**src/sv/ida_pkg.sv**
```systemverilog
// ----------------------------------------------------------------------------
// ida_pkg: shared types and constants of the identifier range allocator
// Request and response payloads, request kinds, status codes and widths.
// ----------------------------------------------------------------------------
package ida_pkg;

	localparam int ID_COUNT_DEF      = 256;
	localparam int PAYLOAD_WIDTH_DEF = 32;

	// one used-map row holds this many identifiers
	localparam int ROW_BITS = 8;
	// width of min_id / max_id and of the cursor
	localparam int BOUND_W  = 9;
	// scan row counter, one bit above the largest row of a 9-bit bound
	localparam int SROW_W   = 7;
	localparam int GID_W    = 17;
	localparam int BASE_W   = 16;
	localparam int PIN_W    = 32;

	typedef enum logic [1:0] {
		REQ_RANGE  = 2'd0,
		REQ_CYCLIC = 2'd1,
		REQ_FREE   = 2'd2,
		REQ_FIND   = 2'd3
	} req_kind_t;

	typedef enum logic [1:0] {
		ST_OK       = 2'd0,
		ST_FULL     = 2'd1,
		ST_NOT_USED = 2'd2
	} status_t;

	typedef struct packed {
		req_kind_t          req_type;
		logic [BOUND_W-1:0] min_id;
		logic [BOUND_W-1:0] max_id;
		logic [GID_W-1:0]   given_id;
		logic [PIN_W-1:0]   payload_in;
	} req_t;

	typedef struct packed {
		status_t          status;
		logic [GID_W-1:0] result_id;
		logic [PIN_W-1:0] payload_out;
	} rsp_t;

endpackage

```
**src/sv/ida_row_pick.sv**
```systemverilog
// ----------------------------------------------------------------------------
// ida_row_pick: lowest free identifier in one used-map row
// Masks the row to the search window and returns the first clear bit.
// ----------------------------------------------------------------------------
module ida_row_pick (
	input  logic [ida_pkg::ROW_BITS-1:0] row_data,
	input  logic [ida_pkg::SROW_W-1:0]   row,
	input  logic [ida_pkg::SROW_W-1:0]   first_row,
	input  logic [ida_pkg::SROW_W-1:0]   last_row,
	input  logic [2:0]                   s_bit,
	input  logic [2:0]                   l_bit,
	output logic                         hit,
	output logic [2:0]                   bit_idx
);

	logic [ida_pkg::ROW_BITS-1:0] cand;

	always_comb begin
		for (int j = 0; j < ida_pkg::ROW_BITS; j++) begin
			cand[j] = !row_data[j]
				&& ((row != first_row) || (3'(j) >= s_bit))
				&& ((row != last_row) || (3'(j) <= l_bit));
		end
	end

	always_comb begin
		bit_idx = 3'd0;
		for (int j = ida_pkg::ROW_BITS - 1; j >= 0; j--) begin
			if (cand[j]) begin
				bit_idx = 3'(j);
			end
		end
	end

	assign hit = |cand;

endmodule

```
**config.mk**
```make
export PLATFORM = sky130hd
export DESIGN_NAME = ida_row_pick
export DESIGN_NICKNAME = d
export VERILOG_FILES = /design/src/sv/ida_pkg.sv /design/src/sv/ida_row_pick.sv
export SDC_FILE = /design/constraint.sdc
export NUM_CORES = 1
export LEC_CHECK = 0
export ABC_AREA = 1
export BUFFER_PORTS_ARGS = -buffer_cell sky130_fd_sc_hd__buf_2
export CAP_MARGIN = 10
export CORE_MARGIN = 4
export CORE_UTILIZATION = 32
export DETAILED_ROUTE_END_ITERATION = 12
export GPL_ROUTABILITY_DRIVEN = 0
export GPL_TIMING_DRIVEN = 0
export RECOVER_POWER = 50
export SYNTH_ARGS = -nofsm -noshare
export SYNTH_HDL_FRONTEND = slang
export SYNTH_SLANG_ARGS = --single-unit
```
**constraint.sdc**
```tcl
create_clock -name vclk -period 1.7
set_input_delay 0.34 -clock vclk [all_inputs]
set_output_delay 0.34 -clock vclk [all_outputs]
set_load 0.01 [all_outputs]
```
==> metrics.md <==
| Metric | Value |
|---|---|
| Via Count | 785 |
| Relative slew slack | 82.1% |
| Area of the multi-input gates | between 500 and 600 sq um |
| Post-route setup TNS | -1.10 ns |
| Comb power frac | 100.0% |
| Yosys warnings | 0 |
| Clock buffers | 0 |
| Die W | between 40 and 50 um |
| Post-Syn Area per Cell | a little over 5 sq um |
| First-pass GRT wire length | approximately 2500 um |
| Final Hold Vio Count | 0 |
| Ranking of synthesized cells by area | nand2_1, inv_1, xnor2_1 |
| Leak | about 0.57 nW |
| Share of the synthesized area in the top cell type | 26.6% |
| Detail Route met3 WL | between 100 and 150 um |
| Pre-CTS WS | -0.335 ns |
| Arrival time at the worst endpoint | between 1.5 and 2 ns |
| Hold_buf cts | 0 |
| Tmin final | around 2.0 ns |
| Vias per cell | approximately 4.6 |
| P_int | 0.121 mW |
| Antenna Cells | 0 |
| Clock power share | 0% |
| Cell Pwr Density | roughly 230 mW/mm^2 |
| Drt initial violations | 12 |
| Routed wire per std cell | between 9 and 10 um |
| Drt pass-1 iters | 4 |
| Largest net degree at the start of global routing | 6 |
| Maximum fanout along the worst path | 4 |
| Critical path class | input pin to output port |
| Syn nets | 146 |
| Routed WL | around 1600 um |
| Vias in the first global route | a little under 700 |
| Worst hold stages | 4 |
| DP HPWL | 1320 um |
| Initial Util | 35.8% |
| Final setup fails | 4 |
| Synth area leader | nand2_1 |
| Placement Cell Area | 787 sq um |
| Wl on met1 | between 600 and 700 um |
| Top Layer Used | met4 |
| Seq pwr share | 0% |
| Data required, critical path | roughly 1.4 ns |
| Drt drc | 0 |
| Psw | approximately 0.11 mW |
| Worst setup margin | -0.332 ns |
| Top-count cell post-synth | nand2_1 |
| Final nets | roughly 190 |
| CP Capture Type | output port |
| Peak VDD IR | 0.000134 V |
| Startpoint Class | input pin |
| Status | finished, violations left |
| Hold path endpoint | bit_idx[0] |
| Total grt overflow | 0 |
| Unrepaired setup endpoints after global routing | yes |
| Failing checks | negative setup slack |
| Sequential element share of the synthesized area | 0% |
| Gr usage total | a little under an eighth |
| Hold Startpoint | row_data[0] |
| Port bufs | 39 |
| Fillcell total | 146 |
| Die Y-Extent | 50.0 um |
| Die area | 0.00250 sq mm |
| Slew Limit Fails | 0 |
| Reg area | 0 sq um |
| Rows | 14 |
| Overall power | 0.229 mW |
| Met2 WL post-DR | ~850 um |
| Worst-margin pin slew | between 0.2 and 0.3 ns |
| Maximum capacitance violations | 0 |
| Cells after Synth | about 110 |
| Mapped cell area | ~560 sq um |
| Initial antenna violation count | 0 |
| Hold Crit Class | input pin to output port |
| Post-route ant nets | 0 |
| Synth cell types | 20 |
| Ratio of final minimum period to clock period | 120% |
| Post-synth top cells | nand2_1, inv_1, nor2_1 |
| Seq_cells | 0 |
| Layout cells sized above 1 | ~53% |
| Core area | around 0.0016 sq mm |
| Worst Hold Slack | 1.09 ns |
| Io pins | 39 |
| Max Clock Freq | a little under 500 MHz |
| Design area | about 0.0010 sq mm |
| Area Growth Syn to Fin | 78.5% |
| Sw frac | a little under half |
## layout by cell type (no fill, tap or decap), types with 2 or more instances in the layout
master	netlist	final
o21ai_2	3	3
nand2_2	2	8
nand3b_1	2	2
xnor2_1	7	2
nor2_1	10	6
inv_2	0	5
a21oi_1	6	4
buf_2	0	26
xnor2_2	1	5
buf_6	0	8
nor2_2	5	7
buf_8	0	3
inv_1	22	17
a21oi_2	0	2
buf_4	0	6
nand2_1	40	34
nor2_4	0	2
nand3_1	4	3
## power by group through the flow
stage                     sequential, mW  combinational, mW  clock, mW
after floorplan                        0             0.0959          0
after global placement                 0              0.163          0
after detailed placement               0              0.167          0
after CTS                              0              0.194          0
after global routing                   0              0.250          0
final                                  0              0.229          0
## worst max-delay path, cell delays in order
cell,delay (ns)
buf_8,0.10
xnor2_2,0.14
nand2_1,0.09
nor2_2,0.13
and2_4,0.18
nand2_2,0.06
o21ai_2,0.18
nand2_1,0.07
nand2_1,0.06
nand2_1,0.05
a21oi_1,0.14
buf_2,0.15
## worst max path at each step
stage,from,end,slack [ns],depth (start not counted)
floorplan,row[0],bit_idx[0],-0.01,10
global placement,row[2],hit,-0.30,11
detailed placement,row[2],hit,-0.33,11
CTS,first_row[6],hit,-0.28,11
global route,row[2],bit_idx[0],-0.43,12
finish,row[2],bit_idx[0],-0.33,12
## cell families (layout without fill, tap and decap cells)
group,after synthesis,count (layout),share of synthesized area [%]
compound gates,10,10,10.9
simple gates,70,70,59.2
buf+inv,22,65,14.6
xor+xnor,9,9,15.3
## metrics by stage
step / std cells / utilization (%)
floorplan: 111 / -
global placement: 166 / 49.9
detailed placement: 166 / 49.9
CTS: 169 / 56.1
global route: 170 / 63.9
finish: 170 / 63.9
## per-layer routing
metal	vias to the layer above	global-route usage [%]
met5	-	0
met3	2	0.301
li1	423	-
met2	29	22.2
met1	331	15.9
met4	0	0
## timing repair
item                                    in CTS  in global routing
gates resized for setup                     18                 31
setup buffers                                3                  1
endpoints found under the setup margin       4                  4
pin swaps                                   12                 15
## cell type report
type	instances	share of cell area, %
inverters	22	8.20
multi-input cells	89	59.0
well taps	16	1.99
repair buffers	43	30.8
Note: power is estimated with default switching activity, not from simulation.
