[src/sv/ida_pkg.sv]
// ----------------------------------------------------------------------------
// ida_pkg: shared types and constants of the identifier range allocator
// Request and response payloads, request kinds, status codes and widths.
// ----------------------------------------------------------------------------
package ida_pkg;

	localparam int ID_COUNT_DEF      = 256;
	localparam int PAYLOAD_WIDTH_DEF = 32;

	// one used-map row holds this many identifiers
	localparam int ROW_BITS = 8;
	// width of min_id / max_id and of the cursor
	localparam int BOUND_W  = 9;
	// scan row counter, one bit above the largest row of a 9-bit bound
	localparam int SROW_W   = 7;
	localparam int GID_W    = 17;
	localparam int BASE_W   = 16;
	localparam int PIN_W    = 32;

	typedef enum logic [1:0] {
		REQ_RANGE  = 2'd0,
		REQ_CYCLIC = 2'd1,
		REQ_FREE   = 2'd2,
		REQ_FIND   = 2'd3
	} req_kind_t;

	typedef enum logic [1:0] {
		ST_OK       = 2'd0,
		ST_FULL     = 2'd1,
		ST_NOT_USED = 2'd2
	} status_t;

	typedef struct packed {
		req_kind_t          req_type;
		logic [BOUND_W-1:0] min_id;
		logic [BOUND_W-1:0] max_id;
		logic [GID_W-1:0]   given_id;
		logic [PIN_W-1:0]   payload_in;
	} req_t;

	typedef struct packed {
		status_t          status;
		logic [GID_W-1:0] result_id;
		logic [PIN_W-1:0] payload_out;
	} rsp_t;

endpackage

[src/sv/ida_used_map.sv]
// ----------------------------------------------------------------------------
// ida_used_map: used map of identifiers, one row of bits per word
// Registered read, one write port, clearing sweep after reset.
// ----------------------------------------------------------------------------
module ida_used_map #(
	parameter int ROWS = 32,
	parameter int RW   = 5
) (
	input  logic                         clk,
	input  logic                         arst_n,
	input  logic [RW-1:0]                rd_row,
	output logic [ida_pkg::ROW_BITS-1:0] rd_data,
	input  logic                         wr_en,
	input  logic [RW-1:0]                wr_row,
	input  logic [ida_pkg::ROW_BITS-1:0] wr_data,
	output logic                         clearing
);

	logic [ida_pkg::ROW_BITS-1:0] mem [ROWS];
	logic [ida_pkg::ROW_BITS-1:0] rd_data_q;
	logic [RW-1:0]                clr_row_q;
	logic                         clearing_q;

	always_ff @(posedge clk or negedge arst_n) begin
		if (!arst_n) begin
			clearing_q <= 1'b1;
			clr_row_q  <= '0;
		end else if (clearing_q) begin
			clr_row_q <= clr_row_q + RW'(1);
			if (clr_row_q == RW'(ROWS - 1)) begin
				clearing_q <= 1'b0;
			end
		end
	end

	always_ff @(posedge clk) begin
		if (clearing_q) begin
			mem[clr_row_q] <= '0;
		end else if (wr_en) begin
			mem[wr_row] <= wr_data;
		end
		rd_data_q <= mem[rd_row];
	end

	assign rd_data  = rd_data_q;
	assign clearing = clearing_q;

endmodule

[config.mk]
export PLATFORM = sky130hd
export DESIGN_NAME = ida_used_map
export DESIGN_NICKNAME = d
export VERILOG_FILES = /design/src/sv/ida_pkg.sv /design/src/sv/ida_used_map.sv
export SDC_FILE = /design/constraint.sdc
export NUM_CORES = 1
export LEC_CHECK = 0
export ABC_AREA = 1
export BUFFER_PORTS_ARGS = -buffer_cell sky130_fd_sc_hd__buf_2
export CORE_ASPECT_RATIO = 0.8
export CORE_UTILIZATION = 23
export DETAILED_ROUTE_END_ITERATION = 8
export GPL_ROUTABILITY_DRIVEN = 0
export PLACE_DENSITY = 0.35
export REMOVE_ABC_BUFFERS = 1
export SKIP_LAST_GASP = 1
export SYNTH_ARGS = -nofsm -noshare
export SYNTH_HDL_FRONTEND = slang
export SYNTH_SLANG_ARGS = --single-unit
export TNS_END_PERCENT = 5
[constraint.sdc]
create_clock -name clk -period 6.3 [get_ports clk]
set_clock_uncertainty 0.1 [all_clocks]
set_input_delay 1.26 -clock clk [delete_from_list [all_inputs] [get_ports clk]]
set_output_delay 1.26 -clock clk [all_outputs]
set_load 0.005 [all_outputs]
==> impl_metrics.py <==
metrics = {
    "outcome": {
        "status": "complete, no violations",
    },
    "setup_path": {
        "rr_worst_depth": 5,
        "crit_required_ps": 6370,
        "end_kind": "flip-flop",
        "cp-startpoint": "wr_en",
        "worstPathArrival_ps": 3270,
        "crit_path_start_kind": "input pin",
        "r2r_start": "clearing",
        "crit_path_max_fanout": 17,
        "rr_endpoint": "mem[14][3]",
        "rrSetupSlack_ps": 3230,
        "critPathKind": "in2reg",
    },
    "detailed_routing": {
        "vias_per_cell": 4.29,
        "num_vias": 7052,
        "postRouteAntennaNets": 0,
        "routedWlPerCell_um": 19.8,
        "totalWireLength_um": 32600,
        "drtIter0Drc": 418,
        "firstDrtPassIters": 5,
        "drc": 0,
    },
    "sta": {
        "hold_viol_final": 0,
        "post-route-min-period_ps": 3200,
        "slew_headroom_pct": 17.7,
        "fin_crit_sh_pct": 50.9,
        "setup_violations": 0,
        "worst_slew_pin_slew_ps": 1230,
        "tns_ps": 0,
        "rsz0062_at_grt": "no",
        "fmax_mhz": 312,
        "finalMaxSlewViolations": 0,
    },
    "cells_and_area": {
        "seq_area_mm2": 0.00800,
        "fin_nets": 1026,
        "area_growth_pct": 15.0,
        "final_common_cell": "nand2_1",
        "final_cell_mix": "372 x nand2_1, 256 x edfxtp_1, 194 x nand3_1",
        "fillers": 4978,
        "layout-drive-gt1-share_pct": 10.5,
        "final_util_pct": 27.0,
        "diodes": 0,
        "multi_input_area_mm2": 0.00274,
        "final_area_mm2": 0.0127,
    },
    "floorplanning": {
        "die_y_um": 198,
        "io_pins": 30,
        "row_count": 71,
        "start_util_pct": 23.4,
        "die_area_mm2": 0.0491,
        "die_w_um": 247,
        "core_mm2": 0.0473,
    },
    "clocking": {
        "insertion_delay_ps": 560,
        "postCtsSetupRepairBufs": 0,
        "clk_pin_slew_ps": 60,
        "clk_path_buf_depth": 3,
        "cts_tree": "yes",
        "cts_resized": 0,
        "cts_made_buffers": 29,
        "holdBufCountCts": 0,
        "cts-htree-levels": 1,
        "cts.sinks": 270,
        "ctsRootBufferMaster": "clkbuf_16",
    },
    "global_routing": {
        "grt_pass1_vias": 7150,
        "antenna_found_initial": 0,
        "grt-ovfl-total": 0,
        "grt_pass1_wl_um": 48500,
        "grt_use_total_pct": 13.5,
        "grt_max_degree": 87,
    },
    "power": {
        "sw_frac_of_total_pct": 23.2,
        "p_per_area_mw_per_mm2": 298,
        "switchingPower_w": 0.000881,
        "power_w": 0.00380,
        "p_leak_nw": 4.84,
        "comb_power_share_pct": 6.1,
        "clock_power_share_pct": 41.8,
        "intPower_w": 0.00292,
        "sequentialPowerShare_pct": 52.1,
        "vdd_drop_max_v": 0.000190,
    },
    "synthesis": {
        "synthArstFlopShare_pct": 2.22,
        "synth_flop_cell": "edfxtp_1",
        "ys_seq_elements": 270,
        "synth_area_mm2": 0.0111,
        "yosysSeqAreaShare_pct": 72.2,
        "syn_area_per_cell_um2": 11.3,
        "synth_cells": 981,
        "synth.distinct_cells": 26,
        "synth-edff-count": 256,
        "yosysWarnings": 0,
    },
    "job": {
        "drv_cap": 0,
    },
    "placed_design": {
        "port_buffers": 29,
        "hpwlAfterDp_um": 18700,
        "dpl_cell_area_mm2": 0.0119,
    },
    "hold_path": {
        "hold_path_class": "in2async",
    },
}
-- Yosys cell counts, types with 3 or more instances --
library cell	n	area share [%]
buf_2	35	1.6
edfxtp_1	256	69
o21ai_2	3	0.24
buf_1	3	0.10
nor2_1	45	1.5
nand2_1	372	13
dfxtp_1	8	1.4
clkbuf_1	12	0.41
inv_1	21	0.71
nand3_1	194	8.8
nand2_2	5	0.28
dfrtp_1	5	1.1
o21ai_0	3	0.14
-- sequential cells by signal, summed over array words and instances, names as in the netlist --
| name | flops |
|---|---|
| clr_row_q | 5 |
| clearing | 1 |
| mem | 256 |
| rd_data | 8 |
-- per-stage QoR --
stage	hold slack, ps	setup slack, ps	cells
finish	418	3100	1645
floorplan	378	2580	927
global placement	418	2470	1592
global route	402	2880	1645
detailed placement	424	2450	1592
CTS	390	3050	1645
-- per-layer routing --
| metal | routed length, um | track usage (%) |
|---|---|---|
| met3 | 1060 | 1.98 |
| met1 | 16500 | 19.8 |
| met5 | 0 | 0 |
| met2 | 14500 | 21.1 |
| met4 | 460 | 2.54 |
-- power by group through the flow --
stage	combinational [W]	clock, W	sequential (W)
floorplan	0.000108	0	0.00202
global placement	0.000240	0	0.00202
detailed placement	0.000239	0	0.00202
CTS	0.000239	0.00164	0.00198
global route	0.000259	0.00170	0.00198
finish	0.000230	0.00159	0.00198
-- critical path, cell delays in order --
cell and delay, ps:
buf_2 140, nand2_8 150, mux2i_1 300, nand3_1 430, nor2_1 980
-- how the worst max path moves through the flow --
stage / slack (ps) / cells after the start / end
2_1_floorplan: 2580 / 9 / rd_data[6]
5_1_grt: 2880 / 11 / rd_data[0]
4_1_cts: 3050 / 5 / mem[8][5]
6_report: 3100 / 5 / mem[14][3]
3_5_place_dp: 2450 / 5 / mem[8][5]
3_3_place_gp: 2470 / 11 / rd_data[5]
-- kinds of logic (layout without fill, tap and decap cells) --
family          count (synthesis)  after routing  synth area share, %
mux                             1              1               0.0904
xor+xnor                        3              3                0.237
compound gates                  6              6                0.373
fa+ha+maj                       2              2                0.226
flops                         270            270                 72.2
buf+inv                        78            122                 3.29
simple gates                  621            621                 23.6
-- cell type report --
cell class	count	share of cell area [%]
clock buffer	40	6.02
clock inverter	13	0.727
inverter	24	0.786
multi-input combinational	633	21.5
sequential	270	62.8
tap	620	6.09
timing repair buffer	45	2.10
Power figures use the tool's default switching activity.
